`config.mk`:
```
export PLATFORM = sky130hd
export DESIGN_NAME = utf8_to_codepoint_decoder_core
export DESIGN_NICKNAME = d
export VERILOG_FILES = /design/src/u8d_pkg.sv /design/src/u8d_decode.sv /design/src/u8d_result_buf.sv /design/src/utf8_to_codepoint_decoder_core.sv
export SDC_FILE = /design/constraint.sdc
export NUM_CORES = 1
export LEC_CHECK = 0
export ABC_AREA = 1
export BUFFER_PORTS_ARGS = -buffer_cell sky130_fd_sc_hd__buf_4
export CAP_MARGIN = 20
export CORE_UTILIZATION = 50
export CTS_CLUSTER_SIZE = 28
export DETAILED_ROUTE_END_ITERATION = 7
export HOLD_SLACK_MARGIN = 0.12
export PLACE_DENSITY = 0.69
export SYNTH_ARGS = -nofsm -noshare
export SYNTH_HDL_FRONTEND = slang
export SYNTH_SLANG_ARGS = --single-unit
```
`constraint.sdc`:
```
create_clock -name clk -period 5.5 [get_ports clk]
set_input_delay 1.65 -clock clk [delete_from_list [all_inputs] [get_ports clk]]
set_output_delay 1.65 -clock clk [all_outputs]
set_load 0.05 [all_outputs]
```
`src/u8d_pkg.sv`:
```
// Package with item types, decoder state type and constants for the UTF-8 decoder.
package u8d_pkg;

	localparam int unsigned CpWidth = 21;

	localparam logic [CpWidth-1:0] Replacement = 21'h00FFFD;
	localparam logic [CpWidth-1:0] SurrogateLo = 21'h00D800;
	localparam logic [CpWidth-1:0] SurrogateHi = 21'h00DFFF;

	localparam logic [2:0] LenNone = 3'd0;
	localparam logic [2:0] LenTwo = 3'd2;
	localparam logic [2:0] LenThree = 3'd3;
	localparam logic [2:0] LenFour = 3'd4;

	typedef struct packed {
		logic [7:0] text_byte;
		logic       end_of_text;
	} in_item_t;

	typedef struct packed {
		logic [CpWidth-1:0] code_point;
		logic               decode_error;
		logic               last_of_run;
	} out_item_t;

	typedef struct packed {
		logic [2:0]         seq_len;
		logic [1:0]         bytes_rcvd;
		logic [CpWidth-1:0] partial;
		logic               skip;
	} dec_state_t;

	typedef struct packed {
		logic [1:0]      count;
		out_item_t [1:0] res;
	} dec_out_t;

endpackage

```
`src/u8d_decode.sv`:
```
// Combinational decode of one byte against the current decoder state.
module u8d_decode (
	input  u8d_pkg::dec_state_t state,
	input  u8d_pkg::in_item_t   item,
	output u8d_pkg::dec_state_t state_nxt,
	output u8d_pkg::dec_out_t   result
);

	logic [7:0]                   b;
	logic                         eot;
	logic                         cont;
	logic                         handled;
	logic                         done;
	logic [1:0]                   br_inc;
	logic [u8d_pkg::CpWidth-1:0]  pv_ext;
	logic [u8d_pkg::CpWidth-1:0]  cp_done;
	logic [2:0]                   lead_len;
	logic [u8d_pkg::CpWidth-1:0]  lead_init;

	always_comb begin
		b = item.text_byte;
		eot = item.end_of_text;
		cont = (b[7:6] == 2'b10);
		pv_ext = {state.partial[u8d_pkg::CpWidth-7:0], b[5:0]};
		br_inc = state.bytes_rcvd + 2'd1;
		done = (({1'b0, br_inc} + 3'd1) >= state.seq_len);
		cp_done = pv_ext;
		if (state.seq_len == u8d_pkg::LenThree && pv_ext >= u8d_pkg::SurrogateLo
				&& pv_ext <= u8d_pkg::SurrogateHi) begin
			cp_done = u8d_pkg::Replacement;
		end
	end

	always_comb begin
		lead_len = u8d_pkg::LenNone;
		lead_init = '0;
		if (b[7:5] == 3'b110 && b[4:0] != 5'd0) begin
			lead_len = u8d_pkg::LenTwo;
			lead_init = {16'd0, b[4:0]};
		end else if (b[7:4] == 4'b1110 && b[3:0] != 4'd0) begin
			lead_len = u8d_pkg::LenThree;
			lead_init = {17'd0, b[3:0]};
		end else if (b[7:3] == 5'b11110 && b[2:0] != 3'd0) begin
			lead_len = u8d_pkg::LenFour;
			lead_init = {18'd0, b[2:0]};
		end
	end

	always_comb begin
		state_nxt = state;
		result = '0;
		handled = 1'b0;

		if (state.seq_len != u8d_pkg::LenNone) begin
			if (cont) begin
				state_nxt.partial = pv_ext;
				state_nxt.bytes_rcvd = br_inc;
				if (done) begin
					result.res[result.count[0]].code_point = cp_done;
					result.res[result.count[0]].decode_error = 1'b0;
					result.count = result.count + 2'd1;
					state_nxt.seq_len = u8d_pkg::LenNone;
					state_nxt.bytes_rcvd = '0;
					state_nxt.partial = '0;
				end else if (eot) begin
					result.res[result.count[0]].code_point = u8d_pkg::Replacement;
					result.res[result.count[0]].decode_error = 1'b1;
					result.count = result.count + 2'd1;
					state_nxt.seq_len = u8d_pkg::LenNone;
					state_nxt.bytes_rcvd = '0;
					state_nxt.partial = '0;
				end
				handled = 1'b1;
			end else begin
				result.res[result.count[0]].code_point = u8d_pkg::Replacement;
				result.res[result.count[0]].decode_error = 1'b1;
				result.count = result.count + 2'd1;
				state_nxt.seq_len = u8d_pkg::LenNone;
				state_nxt.bytes_rcvd = '0;
				state_nxt.partial = '0;
				state_nxt.skip = 1'b1;
			end
		end

		if (!handled) begin
			if (state_nxt.skip) begin
				if (!b[7]) begin
					state_nxt.skip = 1'b0;
					result.res[result.count[0]].code_point = {13'd0, b};
					result.res[result.count[0]].decode_error = 1'b0;
					result.count = result.count + 2'd1;
				end
			end else if (!b[7]) begin
				result.res[result.count[0]].code_point = {13'd0, b};
				result.res[result.count[0]].decode_error = 1'b0;
				result.count = result.count + 2'd1;
			end else if (lead_len == u8d_pkg::LenNone) begin
				result.res[result.count[0]].code_point = u8d_pkg::Replacement;
				result.res[result.count[0]].decode_error = 1'b1;
				result.count = result.count + 2'd1;
				state_nxt.skip = 1'b1;
			end else if (eot) begin
				result.res[result.count[0]].code_point = u8d_pkg::Replacement;
				result.res[result.count[0]].decode_error = 1'b1;
				result.count = result.count + 2'd1;
			end else begin
				state_nxt.seq_len = lead_len;
				state_nxt.bytes_rcvd = '0;
				state_nxt.partial = lead_init;
			end
		end

		if (eot) begin
			state_nxt = '0;
		end
		if (result.count != 2'd0) begin
			result.res[result.count[1]].last_of_run = 1'b1;
		end
	end

endmodule

```
`src/u8d_result_buf.sv`:
```
// Two-entry result buffer that takes up to two results per item and hands out one per cycle while point_stall is low.
module u8d_result_buf (
	input  logic                clk,
	input  logic                arst_n,
	input  logic                push_valid,
	input  u8d_pkg::dec_out_t   push,
	output logic                push_ready,
	output logic                point_valid,
	input  logic                point_stall,
	output u8d_pkg::out_item_t  point_item
);

	u8d_pkg::out_item_t [1:0] ent_q;
	u8d_pkg::out_item_t [1:0] ent_nxt;
	u8d_pkg::out_item_t       head_shift;
	logic [1:0]               count_q;
	logic [1:0]               cnt_after;
	logic [2:0]               cnt_sum;
	logic                     pop;
	logic                     take;

	assign point_valid = (count_q != 2'd0);
	assign point_item = ent_q[0];
	assign pop = point_valid && !point_stall;
	assign cnt_after = count_q - {1'b0, pop};
	assign cnt_sum = {1'b0, cnt_after} + {1'b0, push.count};
	assign push_ready = (cnt_sum <= 3'd2);
	assign take = push_valid && push_ready;
	assign head_shift = pop ? ent_q[1] : ent_q[0];

	always_comb begin
		ent_nxt = ent_q;
		case (cnt_after)
			2'd0: begin
				ent_nxt[0] = push.res[0];
				ent_nxt[1] = push.res[1];
			end
			2'd1: begin
				ent_nxt[0] = head_shift;
				ent_nxt[1] = push.res[0];
			end
			default: begin
				ent_nxt = ent_q;
			end
		endcase
	end

	always_ff @(posedge clk or negedge arst_n) begin
		if (!arst_n) begin
			count_q <= 2'd0;
		end else begin
			count_q <= take ? cnt_sum[1:0] : cnt_after;
		end
	end

	always_ff @(posedge clk) begin
		ent_q <= ent_nxt;
	end

	assert property (@(posedge clk) disable iff (!arst_n) count_q != 2'd3)
		else $error("result buffer count out of range");

endmodule

```
`src/utf8_to_codepoint_decoder_core.sv`:
```
// Top level of the UTF-8 decoder: input register, state registers, decode and result buffer.
// An item's first result is offered once it has passed the input register and the result buffer.
// Throughput: one byte per cycle while byte_stall is low; a byte that yields two results fills
// both result buffer entries. Bytes that yield no result still pass through the input register.
// Reset (arst_n low) empties the input register and result buffer and clears decoder state.
module utf8_to_codepoint_decoder_core (
	input  logic               clk,
	input  logic               arst_n,
	input  logic               byte_valid,
	output logic               byte_stall,
	input  u8d_pkg::in_item_t  byte_item,
	output logic               point_valid,
	input  logic               point_stall,
	output u8d_pkg::out_item_t point_item
);

	logic                valid_s1;
	u8d_pkg::in_item_t   item_s1;
	u8d_pkg::dec_state_t state_q;
	u8d_pkg::dec_state_t state_nxt;
	u8d_pkg::dec_out_t   dec_res;
	logic                buf_ready;
	logic                adv;
	logic                accept;

	assign adv = valid_s1 && buf_ready;
	assign byte_stall = valid_s1 && !buf_ready;
	assign accept = byte_valid && !byte_stall;

	always_ff @(posedge clk or negedge arst_n) begin
		if (!arst_n) begin
			valid_s1 <= 1'b0;
		end else if (accept) begin
			valid_s1 <= 1'b1;
		end else if (adv) begin
			valid_s1 <= 1'b0;
		end
	end

	always_ff @(posedge clk) begin
		if (accept) begin
			item_s1 <= byte_item;
		end
	end

	always_ff @(posedge clk or negedge arst_n) begin
		if (!arst_n) begin
			state_q <= '0;
		end else if (adv) begin
			state_q <= state_nxt;
		end
	end

	u8d_decode u_decode (
		.state     (state_q),
		.item      (item_s1),
		.state_nxt (state_nxt),
		.result    (dec_res)
	);

	u8d_result_buf u_result_buf (
		.clk         (clk),
		.arst_n      (arst_n),
		.push_valid  (valid_s1),
		.push        (dec_res),
		.push_ready  (buf_ready),
		.point_valid (point_valid),
		.point_stall (point_stall),
		.point_item  (point_item)
	);

	assert property (@(posedge clk) disable iff (!arst_n)
		state_q.seq_len == u8d_pkg::LenNone || state_q.seq_len == u8d_pkg::LenTwo
		|| state_q.seq_len == u8d_pkg::LenThree || state_q.seq_len == u8d_pkg::LenFour)
		else $error("illegal pending sequence length");

	assert property (@(posedge clk) disable iff (!arst_n)
		!(state_q.seq_len != u8d_pkg::LenNone && state_q.skip))
		else $error("skip mode while a sequence is pending");

	assert property (@(posedge clk) disable iff (!arst_n)
		adv && item_s1.end_of_text |=> state_q == '0)
		else $error("state not cleared after end of text");

	assert property (@(posedge clk) disable iff (!arst_n)
		adv && dec_res.count == 2'd0 |=> $stable(point_valid) || $past(point_valid && !point_stall))
		else $error("item without result changed output");

endmodule
```
==> summary.md <==
| Metric | Value |
|---|---|
| Core Area | `about 8700 µm²` |
| Synth Register Bits | `79` |
| Critical path launch point type | `flop` |
| Post-synthesis sequential area ratio | `0.500` |
| First-pass GRT wire length | `approximately 16 mm` |
| CP Data Required Time | `3.85 ns` |
| GP Congestion | `a little under 1` |
| DRT iter0 DRCs | `278` |
| Dpl hpwl | `6.93 mm` |
| R2R Setup Slk | `0.87 ns` |
| Cell variety after synth | `36` |
| YS warnings | `0` |
| Most frequent CP cell | `nand2_1` |
| CP max stage delay | `0.48 ns` |
| CP max FO | `4` |
| Worst Setup SP | `state_q[22]$_DFFE_PN0P_` |
| Layout Nets | `561` |
| # hold bufs at CTS | `0` |
| DRT antenna net count | `0` |
| CTS H-Tree Depth | `3` |
| Share of cells above drive strength 1 | `0.214` |
| Final Util | `0.581` |
| Port buffer count | `37` |
| Skew final | `0.0110 ns` |
| Reg-to-reg endpoint | `state_q[11]$_DFFE_PN0P_` |
| Routed WL per cell | `~15 µm` |
| DRC | `0` |
| Grt total ovfl | `0` |
| Largest net degree at the start of global routing | `46` |
| Worst skew pair latency | `0.36 ns` |
| Max-cap viol count | `0` |
| Finished Cell Area | `5070 µm²` |
| CP Capture Point | `byte_stall` |
| CTS tree | `yes` |
| # fillers | `slightly below 800` |
| Clk root buf | `clkbuf_8` |
| Slew headroom | `0.406` |
| Worst min-delay path class | `flop to flop` |
| Post-Syn Area | `4500 µm²` |
| DR vias | `3504` |
| Final min period | `5.33 ns` |
| Achievable Freq | `188 MHz` |
| Final Hold Fails | `0` |
| I/O pin total | `38` |
| Number of diodes | `0` |
| Clk sink count | `79` |
| Final setup fails | `0` |
| Crit-path cells | `inv_2, ha_4, xor2_1, ha_1, nand2_1, nor2_2, nor2_4, nand4_4, nand2_4, inv_6, ha_1, nand2_1, o21ai_0, nand2_1, nand2_2, ha_4, fa_1, a21oi_2, nor2_2, buf_6` |
| Via density per instance | `5.38` |
| FP Rows | `34` |
| Setup CP Type | `flop to output port` |
| Die Wd | `96.9 µm` |
| Number of global-route vias before repair | `around 3.3k` |
| Reg2reg start | `state_q[22]$_DFFE_PN0P_` |
| Placed inst area | `4700 µm²` |
| Worst-Margin Slew | `0.889 ns` |
| Layout area overhead | `12.6%` |
| Final period utilization | `0.968` |
| Initial Utilization | `0.516` |
| Post-Route WL | `9.95 mm` |
| Critical path's slowest cell | `fa_1` |
| Cells after synthesis | `514` |
| Syn avg cell area | `between 8 and 9 µm²` |
| Die area | `approximately 9400 µm²` |
| CTS max path bufs | `2` |
| Status | `completed` |
| CTS Buf Count | `9` |
| First-pass iteration count of the detailed router | `5` |
| Die Y | `96.9 µm` |
| Crit. End Element | `output port` |
| Syn_nets | `537` |
| Fin. max-slew vios | `0` |
| Clock-pin transition on the worst setup and hold timing paths | `0.09 ns` |
| Antenna violations before repair | `0` |
| Reg2reg path depth | `26` |
| GRT Util Overall | `0.221` |
| Worst EP arrival | `3.68 ns` |
| WHS | `0.518 ns` |
[worst max-delay path, delay by kind of cell (launching register included)]
| family | cells | cell delay, ns |
|---|---|---|
| adder cells (fa/ha/maj) | 5 | 1.43 |
| AND/OR/NAND/NOR | 9 | 0.73 |
| flip-flops | 1 | 0.40 |
| AO/OA/AOI/OAI | 2 | 0.31 |
| buffers and inverters | 3 | 0.29 |
| XOR/XNOR | 1 | 0.17 |
[worst min-delay path by stage]
stage                                                 from                                    end  slack, ns  depth (start not counted)
after detailed placement  u_result_buf.ent_q[40]$_DFFE_PP_  u_result_buf.point_item[17]$_DFFE_PP_       0.50                          2
final                     u_result_buf.ent_q[24]$_DFFE_PP_   u_result_buf.point_item[1]$_DFFE_PP_       0.52                          2
after global placement             state_q[23]$_DFFE_PN0P_                state_q[23]$_DFFE_PN0P_       0.49                          2
after global routing      u_result_buf.ent_q[25]$_DFFE_PP_   u_result_buf.point_item[2]$_DFFE_PP_       0.55                          2
after floorplan                    state_q[23]$_DFFE_PN0P_                state_q[23]$_DFFE_PN0P_       0.48                          2
after CTS                 u_result_buf.ent_q[24]$_DFFE_PP_   u_result_buf.point_item[1]$_DFFE_PP_       0.52                          2
[state kept, by name (all words and copies together), names as in the netlist]
name,flops
u_result_buf.ent_q,23
u_result_buf.point_item,23
state_q,21
item_s1,9
u_result_buf.count_q,2
valid_s1,1
[area by class of cell]
class                           instances  area [µm²]  area share
Tap cell                              108         135      0.0266
Sequential cell                        79        2250       0.444
Inverter                               57         219      0.0432
Clock inverter                          6        92.6      0.0183
Multi-Input combinational cell        339        1840       0.363
Timing Repair Buffer                   52         402      0.0792
Clock buffer                           10         128      0.0252
[cell usage in the layout, fill, tap and decap left out, types with 4 or more instances in the layout]
cell	instances
nand3_1	31
ha_1	6
o21ai_2	4
inv_1	48
nor2_2	6
o21ai_0	55
edfxtp_1	55
clkbuf_8	9
o21ai_1	10
dfrtp_1	24
nand2_4	5
nand4_1	8
buf_4	50
inv_2	8
a21oi_1	10
nor2_1	25
nand2_1	133
nand2_2	9
o211ai_1	9
[metrics by stage]
step                      TNS (ns)  worst slack, ns  cells
after detailed placement         0            0.195    624
after floorplan                  0            0.133    514
after CTS                        0          0.00261    645
final                            0            0.174    651
after global routing      -0.00437         -0.00437    651
after global placement           0            0.288    624
[Yosys cell counts, drive strengths merged]
cell,n,area share
o22ai,3,0.0042
inv,57,0.048
nor2,35,0.039
ha,9,0.025
buf,29,0.047
clkbuf,10,0.0083
o21bai,1,0.0017
nand4,9,0.016
nand3,33,0.039
a31o,1,0.0019
dfrtp,24,0.13
o211ai,11,0.021
fa,1,0.0044
o311ai,1,0.0036
xor2,2,0.0039
o21ai,69,0.080
o2111ai,2,0.0039
a21oi,12,0.013
o31ai,2,0.0033
o21a,1,0.0017
nand2,147,0.14
edfxtp,55,0.37
[per-layer routing]
metal / global-route usage / up-vias / share of wire
li1: - / 1754 / -
met1: 0.311 / 1612 / 0.46
met2: 0.342 / 118 / 0.46
met3: 0.0361 / 20 / 0.052
met4: 0.0907 / 0 / 0.022
met5: 0 / - / 0
[what timing repair did]
item | in CTS | in global routing
setup buffers | 5 | 5
setup endpoints to repair | 1 | 1
resized for setup | 6 | 7
pin swaps | 4 | 9
[logic make-up after synthesis]
group                      Yosys count  synth area share
AOI/OAI and AO/OA                  103             0.134
xor gates and xnor gates             2           0.00389
adders and majority gates           10            0.0294
buffers and inverters               96             0.103
DFF                                 79             0.500
and+or+nand+nor                    224             0.229
Power is left out: the tool's default activity adds up to more than one toggle a clock period on the data nets, which glitch-free logic cannot reach.
